`src/design/kmid_pkg.sv`:
```
`timescale 1ns / 1ps
// ----------------------------------------------------------------------------
// kmid_pkg
// Shared widths, defaults and types for the key matrix debounce unit.
// ----------------------------------------------------------------------------
package kmid_pkg;

    localparam int ROW_W    = 3;
    localparam int COL_W    = 3;
    localparam int IDX_W    = 6;
    localparam int CNT_W    = 7;
    localparam int STATUS_W = CNT_W + 1;

    localparam int ROWS_DEF = 8;
    localparam int COLS_DEF = 8;

    localparam logic [CNT_W-1:0] TICKS_RESET = 7'd5;

    // Per-key status word: hysteresis count above the inverted stable level
    typedef struct packed {
        logic [CNT_W-1:0] cnt;
        logic             inv;
    } status_t;

    // Result of one key update
    typedef struct packed {
        logic    fire;
        status_t wr_status;
    } upd_t;

endpackage

```
`src/design/kmid_ram.sv`:
```
`timescale 1ns / 1ps
// ----------------------------------------------------------------------------
// kmid_ram
// Generic single-write, single-read RAM with registered read data.
// ----------------------------------------------------------------------------
module kmid_ram #(
    parameter int WIDTH = 8,
    parameter int DEPTH = 64,
    localparam int ADDR_W = (DEPTH > 1) ? $clog2(DEPTH) : 1
) (
    input  logic              clk,
    input  logic              wr_en,
    input  logic [ADDR_W-1:0] wr_addr,
    input  logic [WIDTH-1:0]  wr_data,
    input  logic              rd_en,
    input  logic [ADDR_W-1:0] rd_addr,
    output logic [WIDTH-1:0]  rd_data
);

    logic [WIDTH-1:0] mem [DEPTH];
    logic [WIDTH-1:0] rd_data_reg;

    always_ff @(posedge clk)
    begin
        if (wr_en)
        begin
            mem[wr_addr] <= wr_data;
        end
        // read-first: a same-address write is seen on the next read only
        if (rd_en)
        begin
            rd_data_reg <= mem[rd_addr];
        end
    end

    assign rd_data = rd_data_reg;

endmodule

```
`src/design/kmid_update.sv`:
```
`timescale 1ns / 1ps
// ----------------------------------------------------------------------------
// kmid_update
// Integrator step for one key: count up on disagreement, down on agreement.
// ----------------------------------------------------------------------------
module kmid_update (
    input  kmid_pkg::status_t             cur_status,
    input  logic                          level,
    input  logic [kmid_pkg::CNT_W-1:0]    debounce_ticks,
    output kmid_pkg::upd_t                upd
);

    import kmid_pkg::*;

    logic [CNT_W:0] cnt_new;

    always_comb
    begin
        // stored inv equal to the sample means the sample disagrees
        if (level == cur_status.inv)
        begin
            cnt_new = {1'b0, cur_status.cnt} + 1'b1;
        end
        else if (cur_status.cnt != '0)
        begin
            cnt_new = {1'b0, cur_status.cnt} - 1'b1;
        end
        else
        begin
            cnt_new = '0;
        end

        upd.fire = (cnt_new >= {1'b0, debounce_ticks});
        if (upd.fire)
        begin
            upd.wr_status.cnt = '0;
            upd.wr_status.inv = ~level;
        end
        else
        begin
            upd.wr_status.cnt = cnt_new[CNT_W-1:0];
            upd.wr_status.inv = cur_status.inv;
        end
    end

endmodule

```
`src/design/key_matrix_integrator_debounce_unit.sv`:
```
`timescale 1ns / 1ps
// ----------------------------------------------------------------------------
// key_matrix_integrator_debounce_unit
// Integrator debounce over a scanned key matrix, one status word per key.
// ----------------------------------------------------------------------------
// Takes one sample per cycle while the result side is not stalled (row, col,
// level; level 0 = pressed) and emits a transfer of key_index/new_level
// whenever a key's debounced level flips. An accepted sample has its status
// word read from the status RAM into stage 1, then its update goes into the
// result register. Back-to-back samples of the same key are covered by a
// forwarding register holding the last write. Samples outside ROWS x COLS are
// accepted and dropped. All keys read as released after reset, through
// per-key valid flops, so no clearing pass is needed. debounce_ticks resets to
// 5 and must only be written while the block is idle.
// ----------------------------------------------------------------------------
module key_matrix_integrator_debounce_unit #(
    parameter int ROWS = kmid_pkg::ROWS_DEF,
    parameter int COLS = kmid_pkg::COLS_DEF
) (
    input  logic                         clk,
    input  logic                         rst_n,
    // configuration
    input  logic                         cfg_wr_en,
    input  logic [kmid_pkg::CNT_W-1:0]   cfg_wr_data,
    // sample channel
    input  logic                         in_valid,
    output logic                         in_ready,
    input  logic [kmid_pkg::ROW_W-1:0]   row,
    input  logic [kmid_pkg::COL_W-1:0]   col,
    input  logic                         level,
    // result channel
    output logic                         out_valid,
    input  logic                         out_ready,
    output logic [kmid_pkg::IDX_W-1:0]   key_index,
    output logic                         new_level
);

    import kmid_pkg::*;

    // Only rows the 3-bit row field can reach take storage
    localparam int EROWS = (ROWS < (2 ** ROW_W)) ? ROWS : (2 ** ROW_W);
    localparam int KEYS  = EROWS * COLS;
    localparam int KEY_W = (KEYS > 1) ? $clog2(KEYS) : 1;

    logic [CNT_W-1:0] ticks_reg;

    // stage 1: item waiting for its RAM read data
    logic             s1_valid_reg;
    logic [KEY_W-1:0] s1_key_reg;
    logic [IDX_W-1:0] s1_idx_reg;
    logic             s1_level_reg;

    // last write, for forwarding past the read-first RAM
    logic             lw_valid_reg;
    logic [KEY_W-1:0] lw_key_reg;
    status_t          lw_status_reg;

    logic [KEYS-1:0]  key_valid_reg;

    logic             out_valid_reg;
    logic [IDX_W-1:0] key_index_reg;
    logic             new_level_reg;

    logic [15:0]      key_full;
    logic             in_range;
    logic             in_xfer;
    logic             adv1;
    logic             wr_en;
    logic [STATUS_W-1:0] rd_data;
    status_t          cur_status;
    upd_t             upd;

    // ---- input side ----
    assign key_full = 16'(row) * 16'(COLS) + 16'(col);
    assign in_range = ({5'd0, row} < 8'(ROWS)) && ({5'd0, col} < 8'(COLS));

    // stage 1 moves on whenever the result register is free or draining
    assign adv1     = !out_valid_reg || out_ready;
    assign in_ready = !s1_valid_reg || adv1;
    assign in_xfer  = in_valid && in_ready;
    assign wr_en    = s1_valid_reg && adv1;

    kmid_ram #(
        .WIDTH (STATUS_W),
        .DEPTH (KEYS)
    ) u_status_ram (
        .clk     (clk),
        .wr_en   (wr_en),
        .wr_addr (s1_key_reg),
        .wr_data (upd.wr_status),
        .rd_en   (in_xfer),
        .rd_addr (key_full[KEY_W-1:0]),
        .rd_data (rd_data)
    );

    // ---- current status: forwarded write, RAM word, or reset value ----
    always_comb
    begin
        if (lw_valid_reg && (lw_key_reg == s1_key_reg))
        begin
            cur_status = lw_status_reg;
        end
        else if (key_valid_reg[s1_key_reg])
        begin
            cur_status = status_t'(rd_data);
        end
        else
        begin
            cur_status = '0;
        end
    end

    kmid_update u_update (
        .cur_status     (cur_status),
        .level          (s1_level_reg),
        .debounce_ticks (ticks_reg),
        .upd            (upd)
    );

    // ---- control registers ----
    always_ff @(posedge clk or negedge rst_n)
    begin
        if (!rst_n)
        begin
            ticks_reg     <= TICKS_RESET;
            s1_valid_reg  <= 1'b0;
            lw_valid_reg  <= 1'b0;
            key_valid_reg <= '0;
            out_valid_reg <= 1'b0;
        end
        else
        begin
            if (cfg_wr_en)
            begin
                ticks_reg <= cfg_wr_data;
            end
            if (in_ready)
            begin
                s1_valid_reg <= in_valid && in_range;
            end
            if (wr_en)
            begin
                lw_valid_reg              <= 1'b1;
                key_valid_reg[s1_key_reg] <= 1'b1;
            end
            if (adv1)
            begin
                out_valid_reg <= s1_valid_reg && upd.fire;
            end
        end
    end

    // ---- payload registers ----
    always_ff @(posedge clk)
    begin
        if (in_xfer)
        begin
            s1_key_reg   <= key_full[KEY_W-1:0];
            s1_idx_reg   <= key_full[IDX_W-1:0];
            s1_level_reg <= level;
        end
        if (wr_en)
        begin
            lw_key_reg    <= s1_key_reg;
            lw_status_reg <= upd.wr_status;
        end
        if (adv1)
        begin
            key_index_reg <= s1_idx_reg;
            new_level_reg <= s1_level_reg;
        end
    end

    assign out_valid = out_valid_reg;
    assign key_index = key_index_reg;
    assign new_level = new_level_reg;

endmodule

```
`config.mk`:
```
export PLATFORM = sky130hd
export DESIGN_NAME = key_matrix_integrator_debounce_unit
export DESIGN_NICKNAME = d
export VERILOG_FILES = /design/src/design/kmid_pkg.sv /design/src/design/kmid_ram.sv /design/src/design/kmid_update.sv /design/src/design/key_matrix_integrator_debounce_unit.sv
export SDC_FILE = /design/constraint.sdc
export NUM_CORES = 1
export LEC_CHECK = 0
export BUFFER_PORTS_ARGS = -buffer_cell sky130_fd_sc_hd__buf_2
export CAP_MARGIN = 20
export CELL_PAD_IN_SITES_DETAIL_PLACEMENT = 0
export CELL_PAD_IN_SITES_GLOBAL_PLACEMENT = 1
export CORE_ASPECT_RATIO = 0.8
export CORE_MARGIN = 4
export CORE_UTILIZATION = 35
export CTS_CLUSTER_DIAMETER = 30
export DETAILED_ROUTE_END_ITERATION = 10
export PLACE_DENSITY_LB_ADDON = 0.3
export SLEW_MARGIN = 40
export SYNTH_ARGS = -nofsm -noshare
export SYNTH_HDL_FRONTEND = slang
export SYNTH_SLANG_ARGS = --single-unit
```
`constraint.sdc`:
```
create_clock -name clk -period 24.5 [get_ports clk]
set_input_delay 0 -clock clk [delete_from_list [all_inputs] [get_ports clk]]
set_output_delay 0 -clock clk [all_outputs]
set_load 0.005 [all_outputs]
```
* Yosys cells after proc, flatten, opt, wreduce, memory -nomap -nowiden
Memory sizes are Yosys's and may differ from the RTL's. A register that Yosys moved wholly into a read port is not among the register bits.
Index checks and enable logic that the tools add are counted.
** Storage, ports and cells
- Input port bits :: 19
- Flip-flop bits (word level) :: 102
- Memory bits (read-only) :: 0
- Logic and storage cells :: 44
- Memories kept :: 1
- Bits in writable memories :: 512
- Output and inout bits :: 9
- Latch bits :: 0
** Cells by class
- Equality and inequality tests :: 2
- $mul :: 0
- $lt $le $gt $ge :: 3
- Add/sub/neg operators :: 3
- Mux-type cells :: 11
- Divide/modulo/power cells :: 0
- Bitwise operators :: 2
- Reduce and logical (&&, ||, !) cells :: 10
- Shifts and indexed selects :: 0
** Memory list
- u_status_ram.mem :: depth 64, bits a word 8, rd ports 1, clocked after memory_dff 1, write ports 1, RTL line kmid_ram.sv:20 : logic [WIDTH-1:0] mem [DEPTH];
** Operators with widths (count)
- $or 64x64->64 :: 1
- $mux 8 :: 5
- $add 7x1->8 const B :: 1
- $ge 8x7->1 :: 1
- $sub 7x1->8 const B :: 1
- $lt 6x7->1 const B :: 1
- $reduce_bool 7->1 :: 1
- $add 6x3->6 :: 1
- $bmux 1 s6 :: 1
- $demux 1 s6 :: 1
- $eq 6x6->1 :: 1
- $ge 6x1->1 const B :: 1
- $logic_and 1x1->1 :: 5
- $mux 1 :: 4
- $logic_not 1->1 :: 2
- $logic_or 1x1->1 :: 2
- $eq 1x1->1 :: 1
- $not 1->1 :: 1

* Depth between registers and ports, before layout
Gate-level depths: netlist of the first run.
- Word-level depth :: 9
- Gate-level depth with buffers :: 25
- Depth with buffers taken out :: 21

* Modules after synthesis
A second synthesis of the first run with hierarchy kept.
** Unflattened totals
- Cell total of the unflattened synthesis :: 1341
- Area total of the unflattened synthesis :: 25147.9 um^2
** Modules (own cells, without submodules)
- kmid_ram :: area an instance 20246.9 um^2, cells an instance 940, times used 1, seq. area each 15615.0 um^2
- key_matrix_integrator_debounce_unit :: area an instance 4310.4 um^2, cells an instance 315, times used 1, seq. area each 2695.1 um^2
- kmid_update :: area an instance 590.6 um^2, cells an instance 86, times used 1, seq. area each 0.0 um^2

* Worst setup path before layout of the first run
OpenSTA, ideal clock, no wires.
- Path type :: reg2reg
- Start :: register, netlist name s1_idx_reg[2]
- End :: register lw_status_reg[7] (netlist name) (data pin)
- Path slack :: 15.285 ns
- Cell stages (with the launch flop) :: 24
- Data arrival time :: 8.299 ns
- Period minus slack after synthesis :: 9.215 ns
- Data required time :: 23.584 ns
- Library setup time :: 0.916 ns
- Path buffers :: 4
- Cells stage by stage :: edfxtp_1 > buf_2 > buf_2 > xor2_1 > or3_1 > nor2_1 > buf_2 > buf_1 > nand2_1 > o21ai_0 > inv_1 > ha_1 > nand4_1 > o21ai_1 > a221o_1 > ha_1 > nand2b_1 > a21o_1 > a21o_1 > a21o_1 > a21o_1 > a21o_1 > a21o_1 > o41ai_1
** RTL lines
- to (signal assigned) :: RTL line key_matrix_integrator_debounce_unit.sv:165 : lw_status_reg <= upd.wr_status;
- to (decl) :: RTL line key_matrix_integrator_debounce_unit.sv:56 : status_t lw_status_reg;

==> key figures, run 1 <==
Route
  • DRC viols: 0
  • DRT iter0 DRCs: 1379
  • Final wirelength: 60.6 mm
  • Via count: 12600
  • Post-route ant nets: 0
  • Vias per std cell: 5.22
  • Pre-antenna DRT Iters: 5
  • Routed len/inst: 25.2 µm

Die
  • Initial Util: 0.353
  • Row count: 87
  • Die area: 75300 µm²
  • Die Span Y: 246 µm
  • Die Wd: 306 µm
  • Core Area: 70400 µm²
  • # IOs: 28

Global route
  • Largest net degree at the start of global routing: 66
  • GRT Residual Overflow: 0
  • First-pass GRT wire length: 89.5 mm
  • Vias in the first global route: 13000
  • Total Routing Usage GR: 0.162
  • Initial antenna violation count: 2

Final layout
  • Max reg flops: 512
  • Nets: 1408
  • Leading cell types in the layout, fill and taps excluded: 548 x edfxtp_1, 173 x mux4_2, 110 x clkbuf_16, 72 x dfrtp_1, 65 x or2_2
  • Area Growth Syn to Fin: 23.2%
  • Share of post-route cells with drive strength above 1: 0.376
  • Commonest non-fill, non-tap cell in the layout: edfxtp_1
  • Ant. Diodes: 0
  • Filler cells: 6034

Clock network
  • Clock root buffer: clkbuf_16
  • Clk buf depth: 3
  • Num CTS Buffers: 108
  • Sink Count: 622
  • Clock Latency Late Sink: 0.66 ns
  • CTS tree: yes
  • Clk slew on worst S/H paths: 0.05 ns
  • Post_cts resized: 0
  • H-tree Lvls: 3

Timing
  • Post-route clock skew: 0.0344 ns
  • Relative slew slack: 0.452
  • Hold Fails Final Rpt: 0
  • Period utilization: 0.305
  • Final setup viols: 0
  • Worst-margin pin slew: 0.822 ns
  • Max-slew violation total from the final report: 0
  • Fmax: 0.134 GHz
  • RSZ-0062 raised after global routing: false
  • Fin worst setup slack: 17.04 ns
  • Setup TNS: 0 ns
  • Post-layout minimum cycle time: 7.46 ns

Setup path
  • Data required, critical path: 24.89 ns
  • CP cell instances: nand3b_1, a21oi_1, o21a_1, a221o_1, or3_1, and3_1, a21oi_1, ha_1, nand2_1, o21ai_1, a221o_1, ha_1, nand2b_1, a21o_1, a21o_1, a21o_1, a21o_1, a21o_1, a21o_1, a211o_1, nor2_4, buf_4
  • CP Data Arrival Time: 7.85 ns
  • CP max FO: 37
  • Startpoint types: flip-flop
  • Most used cell, CP: a21o_1
  • FF-to-FF path depth: 22
  • Worst path max stage delay: 0.66 ns
  • Critical-path top delay cell: nand3b_1
  • CP Class: reg -> reg
  • Endpoint class of the critical path: flip-flop

Pwr
  • PD cells: 112 nW/µm²
  • Total design power: 3.43 mW
  • Pleak: 10.4 nW
  • Worst vdd ir: 0.0701 mV

Synthesis
  • Syn Inst Count: 1246
  • Leading area contributor after synthesis: edfxtp_1
  • Synth Net Count: 1275
  • Synth top area share: 0.662
  • Asr flop ratio synth: 0.119
  • Number of synthesized flops with an enable pin: 548
  • FF+latch count, synth: 622
  • Yosys warning total: 0
  • Most area-consuming cells after synthesis: edfxtp_1 66%, mux4_2 16%, dfrtp_1 7.3%
  • Syn avg cell area: 19.9 µm²
  • Main synth FF type: edfxtp_1
  • Sequential share of the synthesized area: 0.737
  • Netlist cell types: 59
  • Cell Area, Synth: 24800 µm²

Run status
  • Status: complete, no violations

Place
  • Place WS: 16.92 ns
  • PortBufs: 27
  • DP Wirelength: 37.7 mm
  • GP Congestion: 0.861

Job
  • Max-cap viol count: 0

Min path
  • Hold Path Class: in -> reg
  • Hold path depth: 1
## kinds of logic (layout without fill, tap and decap cells)
kind of cell    count (synthesis)  after routing  share of synthesized area
xor+xnor                       19             19                    0.00670
simple gates                  247            247                     0.0513
flops                         622            622                      0.737
buf+inv                        79            308                     0.0138
compound gates                 79             79                     0.0224
fa+ha+maj                      10             10                    0.00504
mux                           190            190                      0.164
## metrics by stage
step                      cell area, µm²  utilization  hold WS (ns)  instances
after floorplan                    24800            -        -0.296       1246
final                              30600        0.434        0.0783       2409
after global placement             26200        0.371       -0.0955       2171
after detailed placement           26300        0.373       -0.0935       2171
after global routing               30600        0.434        0.0419       2409
after CTS                          30500        0.434        0.0340       2407
## path summary, 6_finish.rpt
kind	start	slack [ns]	end
setup / recovery	s1_idx_reg[5]	17.04	u_status_ram.mem[44][5]
hold / removal	col[0]	0.08	s1_idx_reg[0]
setup reg to reg	s1_idx_reg[5]	17.04	u_status_ram.mem[44][5]
hold reg to reg	key_valid_reg[39]	0.46	key_valid_reg[39]
max in group asynchronous	rst_n	23.49	key_valid_reg[57]
min in group asynchronous	rst_n	0.45	ticks_reg[0]
## cell type report
| type | count | area (µm²) | area share |
|---|---|---|---|
| flip-flops and latches | 622 | 18300 | 0.598 |
| repair buffers | 87 | 712 | 0.0233 |
| inverters | 15 | 56.3 | 0.00184 |
| multi-input cells | 545 | 6400 | 0.209 |
| well taps | 934 | 1170 | 0.0382 |
| clock buffers | 116 | 2790 | 0.0910 |
| clock inverters | 90 | 1170 | 0.0381 |
## metal layers
layer,vias to the layer above,global-route usage,share of wire
met3,109,0.0451,0.073
met2,442,0.227,0.43
li1,5364,-,-
met5,-,0,0
met1,6661,0.245,0.47
met4,0,0.0459,0.023
## report_power, final
| group | internal, mW | total [mW] | leakage [nW] | switching [mW] |
|---|---|---|---|---|
| logic | 0.138 | 0.418 | 2.58 | 0.279 |
| clock network | 1.06 | 1.60 | 1.88 | 0.538 |
| registers | 1.36 | 1.41 | 5.96 | 0.0465 |
## worst max-delay path: cells and delay by family (launching register included)
family,cells,cell delay [ns]
flip-flops,1,0.58
adder cells (fa/ha/maj),2,0.51
AO/OA/AOI/OAI,13,3.16
AND/OR/NAND/NOR,6,2.39
buffers and inverters,1,0.48
## repair_timing
item,in CTS,in global routing
setup buffers,0,0
hold buffers,30,0
endpoints found under the hold margin,90,0
## cells in the mapped netlist (3+ instances only)
library cell	number
mux4_2	173
a2bb2oi_1	3
o21a_1	3
mux2_2	3
mux2i_1	14
or3b_2	3
a21oi_1	9
and3_1	4
dfrtp_1	72
or3_1	4
nor2b_1	4
edfxtp_1	548
nor4_1	3
buf_2	10
and2_1	3
nor2_1	80
buf_6	3
or2_2	65
a21o_1	8
o21ai_0	21
nor3_1	10
and4_1	3
a22oi_1	11
nand2b_1	5
xnor2_1	11
nand3b_1	6
inv_1	15
buf_4	3
buf_1	16
nand2_1	35
clkbuf_1	32
nand3_1	11
ha_1	10
xor2_1	8
nand4_1	5
Note: power is estimated with default switching activity, not from simulation.
==> inputs of run 2 (changes only) <==
clock period = 7.67 ns   (was 24.5 ns; I/O delays follow)
==> run 2 against run 1 <==
Worst setup slack got worse by 16 ns. Clock power increased to 3.1 times the previous value. Utilization hardly changed. Critical path depth up 1.
==> key figures, run 2 (synthesis gave the netlist of run 1 again) <==
Global route
  • Largest net degree at the start of global routing: 78 (+18%)
  • Initial antenna violation count: 1 (-1)
  • First-pass GRT wire length: 91.6 mm (+2.4%)
  • Vias in the first global route: 12900 (-1.1%)
  • GRT Residual Overflow: 0 (unchanged)
  • Total Routing Usage GR: 0.167 (+0.00509)

Job
  • Max-cap viol count: 0 (unchanged)

Min path
  • Hold Path Class: in -> reg
  • Hold path startpoint: col[0]
  • Hold path depth: 1 (unchanged)
  • Hold endpoint: s1_idx_reg[0]

Setup path
  • Worst R2R Setup Slack: 0.66 ns (-16.37 ns)
  • Worst reg2reg startpoint: s1_idx_reg[2]
  • Worst path max stage delay: 0.85 ns (+0.19 ns)
  • Reg-to-reg endpoint: u_status_ram.mem[5][0]
  • Data required, critical path: 8.08 ns (-16.81 ns)
  • CP Class: reg -> reg
  • CP max FO: 44 (+19%)
  • Buf/Inv on CP: 2 (+1)
  • FF-to-FF path depth: 23 (+4.5%)
  • Endpoint class of the critical path: flip-flop
  • Startpoint types: flip-flop
  • CP cell instances: buf_4, mux2i_1, a22oi_1, nand3_1, o2111ai_1, or3_1, and3_1, a21oi_1, ha_1, nand2_1, o21ai_1, a221o_1, ha_1, nand2b_1, a21o_1, a21o_1, a21o_1, a21o_1, a21o_1, a21o_1, a211o_1, mux2i_4, buf_4
  • Crit path max-delay family: compound AO/OA/AOI/OAI gates
  • Most used cell, CP: a21o_1
  • CP Data Arrival Time: 7.41 ns (-0.44 ns)
  • Critical-path top delay cell: edfxtp_1

Die
  • # IOs: 28 (unchanged)
  • Row count: 87 (unchanged)
  • Die area: 75300 µm² (unchanged)
  • Initial Util: 0.353 (unchanged)
  • Core Area: 70400 µm² (unchanged)
  • Die Wd: 306 µm (unchanged)
  • Die Span Y: 246 µm (unchanged)

Pwr
  • Worst vdd ir: 0.269 mV (+280%)
  • Switching share of power: 0.251 (-0.000562)
  • Clock power share: 0.462 (-0.005)
  • Pleak: 10.5 nW (+0.41%)
  • Flop pwr share: 0.415 (+0.003)
  • Total design power: 10.9 mW (+220%)
  • Int Power: 8.14 mW (+220%)
  • Combinational power share: 0.123 (about the same)
  • Switch Pwr: 2.74 mW (+220%)
  • PD cells: 355 nW/µm² (+220%)

Clock network
  • Post_cts resized: 0 (unchanged)
  • Hold bufs inserted after CTS: 30 (unchanged)
  • Num CTS Buffers: 107 (-0.93%)
  • Clock Latency Late Sink: 0.67 ns (about the same)
  • Sink Count: 622 (unchanged)
  • Clk buf depth: 3 (unchanged)
  • CTS tree: yes
  • Clk slew on worst S/H paths: 0.05 ns (about the same)
  • H-tree Lvls: 3 (unchanged)
  • Post-CTS setup buffers: 0 (unchanged)
  • Clock root buffer: clkbuf_16

Place
  • PortBufs: 27 (unchanged)
  • DP Wirelength: 37.8 mm (+0.50%)
  • Place WS: 0.722 ns (-16.19 ns)
  • GP Congestion: 0.864 (+0.28%)

Final layout
  • Leading cell types in the layout, fill and taps excluded: 548 x edfxtp_1, 173 x mux4_2, 107 x clkbuf_16, 72 x dfrtp_1, 65 x or2_2
  • FF+latch area: 18300 µm² (unchanged)
  • Filler cells: 6034 (unchanged)
  • Area Growth Syn to Fin: 23.2% (about the same)
  • Multi-input logic area: 6380 µm² (-0.29%)
  • Commonest non-fill, non-tap cell in the layout: edfxtp_1
  • Share of post-route cells with drive strength above 1: 0.370 (-0.00515)
  • Nets: 1420 (+0.85%)
  • Max reg flops: 512 (unchanged)

Timing
  • Final setup viols: 0 (unchanged)
  • Hold Fails Final Rpt: 0 (unchanged)
  • Fmax: 0.143 GHz (+6.5%)
  • Period utilization: 0.913 (+0.609)
  • Setup TNS: 0 ns (unchanged)
  • Relative slew slack: 0.466 (+0.0146)
  • Max-slew violation total from the final report: 0 (unchanged)
  • Worst-margin pin slew: 0.784 ns (-0.0387 ns)
  • Post-layout minimum cycle time: 7.01 ns (-0.456 ns)
  • Worst hold margin: 0.0569 ns (-0.0214 ns)
  • RSZ-0062 raised after global routing: false
  • Fin worst setup slack: 0.664 ns (-16.37 ns)
  • Post-route clock skew: 0.0320 ns (-0.00243 ns)

Route
  • Final wirelength: 62.3 mm (+2.7%)
  • Post-route ant nets: 0 (unchanged)
  • Routed len/inst: 25.8 µm (+2.3%)
  • Via count: 12700 (+0.93%)
  • DRT iter0 DRCs: 1224 (-11%)
  • Pre-antenna DRT Iters: 5 (unchanged)
  • DRC viols: 0 (unchanged)
  • Vias per std cell: 5.25 (+0.60%)

Run status
  • Status: complete, no violations
[run 2: area by class of cell]
class,count,area share
antenna,1,0.0000818
clock buffer,122,0.0896
clock inverter,78,0.0362
inverter,15,0.00184
multi-input combinational,545,0.208
sequential,622,0.598
tap,934,0.0382
timing repair buffer,100,0.0274
[run 2: through the flow]
| stage | area [µm²] | util | cells |
|---|---|---|---|
| CTS | 30600 | 0.435 | 2416 |
| floorplan | 24900 | - | 1246 |
| global route | 30600 | 0.435 | 2416 |
| detailed placement | 26400 | 0.375 | 2186 |
| global placement | 26300 | 0.374 | 2186 |
| finish | 30600 | 0.435 | 2417 |
[run 2: per-layer routing]
metal,vias up,part of all wire,track usage,wire length (µm)
li1,5395,-,-,-
met1,6783,0.47,0.253,29400
met2,417,0.44,0.240,27400
met3,98,0.063,0.0406,3940
met4,0,0.024,0.0460,1470
met5,-,0,0,0
[run 2: worst register-to-register path: stages, from the launching register on]
cell and delay, ns:
edfxtp_1 0.85, buf_4 0.33, mux2i_1 0.24, a22oi_1 0.11, nand3_1 0.14, o2111ai_1 0.20, or3_1 0.39, and3_1 0.23
a21oi_1 0.24, ha_1 0.26, nand2_1 0.06, o21ai_1 0.45, a221o_1 0.32, ha_1 0.25, nand2b_1 0.14, a21o_1 0.18
a21o_1 0.17, a21o_1 0.17, a21o_1 0.17, a21o_1 0.17, a21o_1 0.22, a211o_1 0.30, mux2i_4 0.66, buf_4 0.49
[run 2: worst max path at each step]
stage	cells past startpoint	slack [ns]	to	startpoint
after global routing	23	0.18	u_status_ram.mem[5][0]	s1_idx_reg[2]
final	23	0.66	u_status_ram.mem[5][0]	s1_idx_reg[2]
after detailed placement	23	0.72	u_status_ram.mem[10][0]	s1_idx_reg[2]
after floorplan	25	0.39	lw_status_reg[0]	s1_idx_reg[2]
after global placement	23	1.01	u_status_ram.mem[4][0]	s1_idx_reg[2]
after CTS	23	0.71	u_status_ram.mem[5][0]	s1_idx_reg[2]
[run 2: power by group through the flow]
stage / clock network, mW / logic (mW) / registers, mW
final: 5.03 / 1.34 / 4.51
after detailed placement: 0 / 1.34 / 4.56
after floorplan: 0 / 0.786 / 4.51
after global routing: 5.29 / 1.47 / 4.52
after CTS: 5.11 / 1.36 / 4.51
after global placement: 0 / 1.29 / 4.58
